$ cat src/bdq_pkg.sv
`timescale 1ns / 1ps
// ----------------------------------------------------------------------------
// bdq_pkg
// Shared types and constants of the bounded deque with match count.
// ----------------------------------------------------------------------------
package bdq_pkg;

    localparam int DEPTH   = 64;
    localparam int IDX_W   = $clog2(DEPTH);
    localparam int OCC_W   = $clog2(DEPTH + 1);
    localparam int WORD_W  = 32;
    localparam int CMD_W   = 3;
    localparam int STAT_W  = 2;
    localparam int COUNT_W = 7;

    localparam logic [IDX_W-1:0] LAST_SLOT = IDX_W'(DEPTH - 1);
    localparam logic [OCC_W-1:0] FULL_OCC  = OCC_W'(DEPTH);

    typedef logic [WORD_W-1:0] t_word;

    typedef enum logic [CMD_W-1:0] {
        CMD_PUSH_FRONT  = 3'd0,
        CMD_PUSH_BACK   = 3'd1,
        CMD_POP_FRONT   = 3'd2,
        CMD_POP_BACK    = 3'd3,
        CMD_COUNT_ALL   = 3'd4,
        CMD_COUNT_VALUE = 3'd5
    } t_cmd;

    typedef enum logic [STAT_W-1:0] {
        STAT_OK    = 2'd0,
        STAT_EMPTY = 2'd1,
        STAT_FULL  = 2'd2
    } t_status;

    typedef enum logic [1:0] {
        CELL_HOLD,
        CELL_FROM_PREV,
        CELL_FROM_NEXT,
        CELL_LOAD
    } t_cell_op;

    typedef enum logic [1:0] {
        ROW_HOLD,
        ROW_PUSH_FRONT,
        ROW_PUSH_BACK,
        ROW_ROTATE
    } t_row_mode;

    typedef enum logic {
        ST_IDLE,
        ST_COUNT
    } t_state;

    typedef struct packed {
        t_row_mode        mode;
        logic [IDX_W-1:0] slot;
        t_word            data;
    } t_row_ctl;

endpackage

$ cat src/bdq_cell.sv
`timescale 1ns / 1ps
// ----------------------------------------------------------------------------
// bdq_cell
// One storage cell of the deque row: holds one entry and can take the entry
// of either neighbor or a new value.
// ----------------------------------------------------------------------------
module bdq_cell (
    input  logic              i_clk,
    input  bdq_pkg::t_cell_op i_op,
    input  bdq_pkg::t_word    i_prev_data,
    input  bdq_pkg::t_word    i_next_data,
    input  bdq_pkg::t_word    i_load_data,
    output bdq_pkg::t_word    o_data
);

    bdq_pkg::t_word r_data;
    bdq_pkg::t_word n_data;

    always_comb begin
        case (i_op)
            bdq_pkg::CELL_FROM_PREV: n_data = i_prev_data;
            bdq_pkg::CELL_FROM_NEXT: n_data = i_next_data;
            bdq_pkg::CELL_LOAD:      n_data = i_load_data;
            default:                 n_data = r_data;
        endcase
    end

    always_ff @(posedge i_clk) begin
        r_data <= n_data;
    end

    assign o_data = r_data;

endmodule

$ cat src/bdq_row.sv
`timescale 1ns / 1ps
// ----------------------------------------------------------------------------
// bdq_row
// Row of cells holding the queue with the front entry in cell 0. Pushing at
// the front shifts the row toward the back, rotating moves every entry one
// cell toward the front with cell 0 wrapping to the last cell.
// ----------------------------------------------------------------------------
module bdq_row (
    input  logic              i_clk,
    input  bdq_pkg::t_row_ctl i_ctl,
    output bdq_pkg::t_word    o_front
);

    bdq_pkg::t_word   w_data [bdq_pkg::DEPTH];
    bdq_pkg::t_cell_op w_op  [bdq_pkg::DEPTH];

    always_comb begin
        for (int i = 0; i < bdq_pkg::DEPTH; i++) begin
            case (i_ctl.mode)
                bdq_pkg::ROW_PUSH_FRONT:
                    w_op[i] = (i == 0) ? bdq_pkg::CELL_LOAD : bdq_pkg::CELL_FROM_PREV;
                bdq_pkg::ROW_PUSH_BACK:
                    w_op[i] = (i_ctl.slot == bdq_pkg::IDX_W'(i)) ? bdq_pkg::CELL_LOAD
                                                                 : bdq_pkg::CELL_HOLD;
                bdq_pkg::ROW_ROTATE:
                    w_op[i] = bdq_pkg::CELL_FROM_NEXT;
                default:
                    w_op[i] = bdq_pkg::CELL_HOLD;
            endcase
        end
    end

    for (genvar g = 0; g < bdq_pkg::DEPTH; g++) begin : g_cell
        bdq_cell u_cell (
            .i_clk       (i_clk),
            .i_op        (w_op[g]),
            .i_prev_data (w_data[(g + bdq_pkg::DEPTH - 1) % bdq_pkg::DEPTH]),
            .i_next_data (w_data[(g + 1) % bdq_pkg::DEPTH]),
            .i_load_data (i_ctl.data),
            .o_data      (w_data[g])
        );
    end

    assign o_front = w_data[0];

endmodule

$ cat src/bounded_deque_with_match_count_core.sv
`timescale 1ns / 1ps
// ----------------------------------------------------------------------------
// bounded_deque_with_match_count_core
// Bounded deque of 32-bit values held in a row of shifting cells.
// ----------------------------------------------------------------------------
// Usage:
//   Input beats carry i_cmd and i_value and are taken when i_valid is high
//   and o_stall is low. Each input beat produces exactly one output beat on
//   o_status / o_count, taken when o_valid is high and i_stall is low.
//   Push, pop and count-all beats give their result in the cycle after they are
//   taken and a new beat can be taken every cycle while the output drains.
//   A count-value beat rotates the whole row of 64 cells past the compare
//   at cell 0, one cell per cycle, and its result is registered at the last
//   step of the walk; o_stall stays high during that walk. After the walk every
//   entry is back in its original cell.
//   Pushes into a full queue report full and drop the value; pops from an
//   empty queue report empty and change nothing.
//   While the receiver stalls, the output beat holds and o_stall rises until
//   the pending result is taken.
//   A synchronous reset empties the queue and drops any pending result; the
//   stored values themselves are not cleared.
// ----------------------------------------------------------------------------
module bounded_deque_with_match_count_core (
    input  logic                              i_clk,
    input  logic                              i_rst_n,
    input  logic                              i_valid,
    output logic                              o_stall,
    input  logic [bdq_pkg::CMD_W-1:0]         i_cmd,
    input  logic signed [bdq_pkg::WORD_W-1:0] i_value,
    output logic                              o_valid,
    input  logic                              i_stall,
    output logic [bdq_pkg::STAT_W-1:0]        o_status,
    output logic [bdq_pkg::COUNT_W-1:0]       o_count
);

    bdq_pkg::t_state           r_state, n_state;
    logic [bdq_pkg::OCC_W-1:0] r_occ, n_occ;
    logic [bdq_pkg::IDX_W-1:0] r_step, n_step;
    logic [bdq_pkg::OCC_W-1:0] r_match, n_match;
    bdq_pkg::t_word            r_value, n_value;
    logic                      r_out_valid, n_out_valid;
    bdq_pkg::t_status          r_status, n_status;
    logic [bdq_pkg::COUNT_W-1:0] r_count, n_count;

    bdq_pkg::t_row_ctl w_ctl;
    bdq_pkg::t_word    w_front;
    logic              w_accept;
    logic              w_out_free;
    logic              w_full;
    logic              w_empty;
    logic              w_hit;
    logic [bdq_pkg::OCC_W-1:0] w_total;

    assign w_out_free = !r_out_valid || !i_stall;
    assign o_stall    = (r_state != bdq_pkg::ST_IDLE) || !w_out_free;
    assign w_accept   = i_valid && !o_stall;
    assign w_full     = (r_occ == bdq_pkg::FULL_OCC);
    assign w_empty    = (r_occ == '0);

    // Only the first occupancy positions of the walk hold live entries.
    assign w_hit   = (w_front == r_value) && ({1'b0, r_step} < r_occ);
    assign w_total = r_match + bdq_pkg::OCC_W'(w_hit);

    always_comb begin
        n_state     = r_state;
        n_occ       = r_occ;
        n_step      = r_step;
        n_match     = r_match;
        n_value     = r_value;
        n_out_valid = r_out_valid && i_stall;
        n_status    = r_status;
        n_count     = r_count;
        w_ctl.mode  = bdq_pkg::ROW_HOLD;
        w_ctl.slot  = r_occ[bdq_pkg::IDX_W-1:0];
        w_ctl.data  = i_value;

        case (r_state)
            bdq_pkg::ST_COUNT: begin
                w_ctl.mode = bdq_pkg::ROW_ROTATE;
                n_step     = r_step + 1'b1;
                n_match    = w_total;
                if (r_step == bdq_pkg::LAST_SLOT) begin
                    n_state     = bdq_pkg::ST_IDLE;
                    n_out_valid = 1'b1;
                    n_status    = bdq_pkg::STAT_OK;
                    n_count     = bdq_pkg::COUNT_W'(w_total);
                end
            end
            default: begin
                if (w_accept) begin
                    n_out_valid = 1'b1;
                    n_status    = bdq_pkg::STAT_OK;
                    case (i_cmd)
                        bdq_pkg::CMD_PUSH_FRONT: begin
                            if (w_full) begin
                                n_status = bdq_pkg::STAT_FULL;
                            end else begin
                                w_ctl.mode = bdq_pkg::ROW_PUSH_FRONT;
                                n_occ      = r_occ + 1'b1;
                            end
                        end
                        bdq_pkg::CMD_PUSH_BACK: begin
                            if (w_full) begin
                                n_status = bdq_pkg::STAT_FULL;
                            end else begin
                                w_ctl.mode = bdq_pkg::ROW_PUSH_BACK;
                                n_occ      = r_occ + 1'b1;
                            end
                        end
                        bdq_pkg::CMD_POP_FRONT: begin
                            if (w_empty) begin
                                n_status = bdq_pkg::STAT_EMPTY;
                            end else begin
                                // The old front wraps into the last cell, outside the live entries.
                                w_ctl.mode = bdq_pkg::ROW_ROTATE;
                                n_occ      = r_occ - 1'b1;
                            end
                        end
                        bdq_pkg::CMD_POP_BACK: begin
                            if (w_empty) begin
                                n_status = bdq_pkg::STAT_EMPTY;
                            end else begin
                                n_occ = r_occ - 1'b1;
                            end
                        end
                        bdq_pkg::CMD_COUNT_VALUE: begin
                            n_out_valid = 1'b0;
                            n_state     = bdq_pkg::ST_COUNT;
                            n_step      = '0;
                            n_match     = '0;
                            n_value     = i_value;
                        end
                        default: ;
                    endcase
                    n_count = bdq_pkg::COUNT_W'(n_occ);
                end
            end
        endcase
    end

    always_ff @(posedge i_clk) begin
        if (!i_rst_n) begin
            r_state     <= bdq_pkg::ST_IDLE;
            r_occ       <= '0;
            r_step      <= '0;
            r_match     <= '0;
            r_out_valid <= 1'b0;
        end else begin
            r_state     <= n_state;
            r_occ       <= n_occ;
            r_step      <= n_step;
            r_match     <= n_match;
            r_out_valid <= n_out_valid;
        end
    end

    always_ff @(posedge i_clk) begin
        r_value  <= n_value;
        r_status <= n_status;
        r_count  <= n_count;
    end

    bdq_row u_row (
        .i_clk   (i_clk),
        .i_ctl   (w_ctl),
        .o_front (w_front)
    );

    assign o_valid  = r_out_valid;
    assign o_status = r_status;
    assign o_count  = r_count;

endmodule
$ cat config.mk
export PLATFORM = sky130hd
export DESIGN_NAME = bounded_deque_with_match_count_core
export DESIGN_NICKNAME = d
export VERILOG_FILES = /design/src/bdq_pkg.sv /design/src/bdq_cell.sv /design/src/bdq_row.sv /design/src/bounded_deque_with_match_count_core.sv
export SDC_FILE = /design/constraint.sdc
export NUM_CORES = 2
export LEC_CHECK = 0
export ABC_AREA = 1
export ABC_CLOCK_PERIOD_IN_PS = 10200
export BUFFER_PORTS_ARGS = -buffer_cell sky130_fd_sc_hd__buf_2
export CELL_PAD_IN_SITES_DETAIL_PLACEMENT = 0
export CELL_PAD_IN_SITES_GLOBAL_PLACEMENT = 1
export CORE_MARGIN = 2
export CORE_UTILIZATION = 54
export CTS_BUF_LIST = sky130_fd_sc_hd__clkbuf_16
export DETAILED_ROUTE_END_ITERATION = 16
export PLACE_DENSITY_LB_ADDON = 0.1
export SLEW_MARGIN = 10
export SYNTH_ARGS = -nofsm -noshare
export SYNTH_HDL_FRONTEND = slang
export SYNTH_SLANG_ARGS = --single-unit
$ cat constraint.sdc
create_clock -name i_clk -period 10.2 [get_ports i_clk]
set_input_delay 1.53 -clock i_clk [delete_from_list [all_inputs] [get_ports i_clk]]
set_output_delay 1.53 -clock i_clk [all_outputs]
set_load 0.02 [all_outputs]
Word level (Yosys, flattened, before mapping):

Index checks and enable logic that the tools add are counted.

* add/subtract/negate cells: 4
* $lt $le $gt $ge: 1
* equal/unequal tests: 266
* muxes and demuxes: 224
* bitwise operators: 1
* reduce and logical (&&, ||, !) cells: 84

Operators by type and width (number)
* $pmux 32 s3: 64
* $pmux 2 s3: 65
* $eq 2x2->1 const B: 130
* $eq 6x6->1 const B: 33
* $reduce_bool 3->1: 64
* $mux 2: 72
* $eq 2x1->1 const B: 65
* $eq 6x5->1 const B: 16
* $mux 7: 8
* $eq 6x4->1 const B: 8
* $eq 32x32->1: 1
* $eq 6x3->1 const B: 4
* $mux 6: 3
* $pmux 7 s2: 1
* $eq 6x2->1 const B: 2
* $mux 1: 10
* $add 7x1->7: 1
* $add 7x1->7 const B: 1
* $eq 7x7->1 const B: 1
* $logic_not 7->1: 1
* $lt 6x7->1: 1
* $sub 7x1->7 const B: 1
* $add 6x1->6 const B: 1
* $eq 3x2->1 const B: 2
* 15 further kinds: 25

* flip-flop bits (word level): 2111
* input port bits: 39
* output and inout port bits: 11
* word-level logic and storage cells: 652

Logic depth before layout (Yosys ltp):

* depth after elaboration: 12
* gate-level depth with buffers: 19
* gate-level depth less buffers: 19

Hierarchy:

Synthesis repeated with hierarchy kept, for this count alone.

* cell total of the unflattened synthesis: 12177
* area, all modules: 114053.1 um^2

Modules (own cells, without submodules)
* bdq_cell: instances 64, cells an instance 180, area each 1712.9 um^2, sequential area each 960.9 um^2
* bounded_deque_with_match_count_core: instances 1, cells an instance 402, area each 3402.0 um^2, sequential area each 1671.6 um^2
* bdq_row: instances 1, cells an instance 255, area each 1026.0 um^2, sequential area each 0.0 um^2

Worst setup path after synthesis:

No wires, ideal clock.

* kind: input port to flip-flop
* from: input i_cmd[2] (netlist bit)
* to: register u_row.g_cell[49].u_cell.r_data[0], enable pin
* library setup time: 0.470 ns
* arrival: 4.858 ns
* required time: 9.730 ns
* slack: 4.872 ns
* stages: 11
* path buffers: 2
* cell sequence: clkbuf_2 -> inv_1 -> nand2_1 -> nor2_1 -> nand2_1 -> nand2_1 -> nand2_2 -> nand2_2 -> buf_6 -> inv_2 -> o31ai_1

* longest elaborated chain between the ends: 8
* elaborated cells on any way between the ends: 14
* those cells by class: 8 x eq/ne; 4 x mux; 2 x reduce/logical

RTL lines
* start: declaration: line bounded_deque_with_match_count_core.sv:28 `input logic [bdq_pkg::CMD_W-1:0] i_cmd,`
* $eq 3x2->1 (tied with other cells): line bounded_deque_with_match_count_core.sv:93 `case (i_cmd)`
* $pmux 2 s3 (*): line bounded_deque_with_match_count_core.sv:93
* $mux 2 (*): line bounded_deque_with_match_count_core.sv:90 `if (w_accept) begin`
* $mux 2 (*): line bounded_deque_with_match_count_core.sv:77 `case (r_state)`
* $eq 2x2->1 / $eq 2x1->1 (equally long branches): line bdq_row.sv:19 `case (i_ctl.mode)`
* $pmux 2 s3 (*): line bdq_row.sv:19
* $eq 2x2->1 / $eq 2x1->1 (equally long branches): line bdq_cell.sv:20 `case (i_op)`
* $reduce_bool 3->1 (no line) (*)
* end signal: assignment: line bdq_cell.sv:29 `r_data <= n_data;`
* end: declaration: line bdq_cell.sv:16 `bdq_pkg::t_word r_data;`

Every way passes the cells marked *; elsewhere a longest branch is shown, timed or not.
A chain may end at the register's enable or synchronous reset.

Worst setup path in the final report:

* from: register r_occ[4] (netlist bit)
* to: register u_row.g_cell[8].u_cell.r_data[4], data pin

* longest elaborated chain between the ends: 9
* elaborated cells on any way between the ends: 18
* those cells by class: 8 x eq/ne; 9 x mux; 1 x reduce/logical

RTL lines
* start: declaration: line bounded_deque_with_match_count_core.sv:37 `logic [bdq_pkg::OCC_W-1:0] r_occ, n_occ;`
* start signal: assignment: line bounded_deque_with_match_count_core.sv:150 `r_occ <= n_occ;`
* $eq 7x7->1 / $logic_not 7->1 (equally long branches): line bounded_deque_with_match_count_core.sv:57, bounded_deque_with_match_count_core.sv:58
* $mux 1 (tied with other cells): line bounded_deque_with_match_count_core.sv:95 `if (w_full) begin`
* $pmux 2 s3: line bounded_deque_with_match_count_core.sv:93
* $mux 2: line bounded_deque_with_match_count_core.sv:90
* $mux 2: line bounded_deque_with_match_count_core.sv:77
* $eq 2x2->1 / $eq 2x1->1 (equally long branches): line bdq_row.sv:19
* $pmux 2 s3 (*): line bdq_row.sv:19
* $eq 2x2->1 / $eq 2x1->1 (equally long branches): line bdq_cell.sv:20
* $pmux 32 s3 (*): line bdq_cell.sv:20
* named net u_row.g_cell[8].u_cell.n_data[4]: line bdq_cell.sv:17 `bdq_pkg::t_word n_data;`
* end signal: assignment: line bdq_cell.sv:29
* end: declaration: line bdq_cell.sv:16

The timed path passes the listed nets; every way through them passes the cells marked *.

==> impl_metrics.ini <==
[run_status]
status = finished, final reports clean

[placement]
hpwlAfterDp_um = 211000
port_buffers = 49
place_congestion = 0.859

[worst_setup_path]
crit_arrival_ps = 6510
critPathLaunch = r_occ[4]$_SDFFE_PN0P_
cp_max_fo = 212
start_kind = flop
worstPathRequired_ps = 10950
ff2ff_path_depth = 14
r2r_end = u_row.g_cell[8].u_cell.o_data[4]$_DFFE_PP_
path_class = reg -> reg
r2r-start = r_occ[4]$_SDFFE_PN0P_
end_kind = flop
r2r_slack_ps = 4440

[hold_path]
whs_endpoint = r_match[3]$_SDFFE_PN0P_
hp-start = r_match[3]$_SDFFE_PN0P_
hp-class = reg -> reg
hold_depth = 2

[grt]
antenna_found_initial = 7
grt_pass1_vias = 90132
track_usage_pct = 34.7
overflow = 0
grt_max_degree = 229
grt_pass1_wl_um = 550000

[power]
internal_power_mw = 14.9
p_switching_mw = 5.26
p_sw_share_pct = 26.0
powerDensity_nw_per_um2 = 175
clock_power_share_pct = 38.6
p_seq_share_pct = 52.5
ir_drop_v = 0.000185
combPwrFrac_pct = 8.9
power_leakage_nw = 42.2

[job]
drv_cap = 0

[clock_network]
path_clk_slew_ps = 70
post_cts_buffers = 0
cts_tree = done
hold_buffers = 0
insertion_delay_ps = 890
ctsRootBufferMaster = clkbuf_16
cts_buffer_depth = 3
clock_sinks = 2111
cts_resized = 0
h-tree-depth = 4
cts_made_buffers = 225

[route]
drtIter0Drc = 13544
vias = 92386
antenna_left = 0
post_drt_wl_per_cell_um = 25.5
viasPerCell = 6.50
drc = 0
routed_wirelength_um = 363000
drt_pre_antenna_iters = 7

[layout]
drive_gt1_share_pct = 6.29
multiInputGateArea_um2 = 39500
nNetsFinal = 11435
syn_to_final_growth_pct = 7.38
final_util_pct = 58.4
regArea_um2 = 63200
fill_cells = 17614

[die]
ios = 50
die_y_um = 450
initial_utilization_pct = 54.4
die_w_um = 450
coreArea_um2 = 197000
rows = 163
dieArea_um2 = 202000

[yosys]
synth-main-ff-cell = edfxtp_1
ys_async_sr_fraction_pct = 0
synth_area_um2 = 107000
ys_seq_elements = 2111
synth_edf_count = 2089
synth_seq_area_share_pct = 58.9
syn-instance-count = 12014
synth_cell_type_count = 37
yosys_warnings = 0
syn_nets = 12066
syn_area_per_cell_um2 = 8.93

[sta]
rsz0062_at_grt = no
max_freq_mhz = 173
finalSetupTns_ps = 0
finalCriticalPeriod_ps = 5760
final-hold-violation-count = 0
skew_ps = 30.7
setup_viol = 0
fin_crit_sh_pct = 56.5
tightest_slew_ps = 1340
slew_viol_final = 0
slew-limit-headroom_pct = 10.6
-- cell usage in the layout (no fill, tap or decap), types with 9 or more instances in the layout --
cell       instances
a21oi_1           23
buf_12            20
buf_2             17
buf_4            215
bufinv_16         11
clkbuf_16        230
clkinv_1          60
clkinv_2          33
dfxtp_1           22
edfxtp_1        2089
ha_1              13
inv_1            136
inv_2              9
nand2_1         4249
nand2_2           15
nand3_1         3957
nand4_1          165
nor2_1            52
nor2_2            54
nor2_4            12
o21ai_0           22
o21ai_2           38
o21ai_4           43
or2_2             11
xor2_1            15
-- worst max-delay path, cell delays in order (launching register included) --
cell	delay [ps]
dfxtp_1	360
inv_2	180
nand2_1	620
nor2_1	320
nand2_2	120
nand2_1	120
nand2_2	90
nand2_2	80
nand2_4	430
nor2_4	350
buf_12	500
buf_4	800
buf_12	710
nand3_1	210
nand3_1	160
-- power groups by stage --
stage	registers, mW	logic [mW]	clock network (mW)
global route	10.6	1.93	8.20
detailed placement	10.8	1.75	0
floorplan	10.6	1.15	0
finish	10.6	1.79	7.80
global placement	10.8	1.71	0
CTS	10.6	1.76	7.88
-- through the flow --
step	setup WS, ps	area, µm²	cells	hold WS [ps]	power (mW)
2_1_floorplan	4870	107000	12014	441	11.8
6_report	4440	115000	14206	463	20.2
5_1_grt	4170	115000	14205	501	20.8
3_5_place_dp	4040	108000	13795	455	12.5
3_3_place_gp	4090	108000	13795	450	12.5
4_1_cts	4560	115000	14199	465	20.2
-- kinds of logic after synthesis --
group                      share of synthesized area (%)
and+or+nand+nor                                     34.9
DFF                                                 58.9
buffers and inverters                               4.95
AOI/OAI and AO/OA                                  0.911
xor gates and xnor gates                           0.188
adders and majority gates                          0.152
-- cell usage after synthesis, types with 7 or more instances --
cell	n	share of area, %
nor2_1	109	0.38
nor2_2	7	0.041
inv_1	73	0.26
dfxtp_1	22	0.41
nand3_1	3958	18
buf_1	54	0.19
clkbuf_1	461	1.6
or2_2	11	0.064
o21ai_0	45	0.21
buf_2	569	2.7
a21oi_1	23	0.11
edfxtp_1	2089	58
o21ai_2	57	0.47
inv_2	10	0.035
buf_4	21	0.15
o211ai_1	8	0.056
ha_1	13	0.15
nor3_1	8	0.037
nand2_1	4259	15
xor2_1	15	0.12
xnor2_1	8	0.065
nand2_2	7	0.041
nand4_1	165	0.96
-- area by class of cell --
cell class	instances	share of cell area (%)
Tap cell	2640	2.87
Antenna cell	6	0.0130
Sequential cell	2111	54.8
Clock buffer	230	4.99
Inverter	84	0.280
Multi-Input combinational cell	8708	34.3
Timing Repair Buffer	253	1.85
Clock inverter	174	0.903
-- per-layer routing --
metal / GRT usage [%] / vias to the layer above / share of wire, %
li1: - / 40497 / -
met1: 49.3 / 45745 / 41
met2: 53.6 / 5328 / 46
met3: 5.66 / 816 / 9.8
met4: 13.4 / 0 / 3.8
met5: 0 / - / 0
-- how the worst max path moves through the flow --
stage / to
6_report: u_row.g_cell[8].u_cell.o_data[4]$_DFFE_PP_
5_1_grt: u_row.g_cell[61].u_cell.o_data[6]$_DFFE_PP_
4_1_cts: u_row.g_cell[61].u_cell.o_data[6]$_DFFE_PP_
3_5_place_dp: u_row.g_cell[6].u_cell.o_data[6]$_DFFE_PP_
3_3_place_gp: u_row.g_cell[6].u_cell.o_data[6]$_DFFE_PP_
2_1_floorplan: u_row.g_cell[49].u_cell.o_data[0]$_DFFE_PP_
-- state kept, by name (all words and copies together), names as in the netlist --
signal	cells
o_count	7
o_status	2
o_valid	1
r_match	7
r_occ	7
r_state	1
r_step	6
r_value	32
u_row.g_cell.u_cell.o_data	2048
No activity file was read; power rests on OpenSTA's default activity.
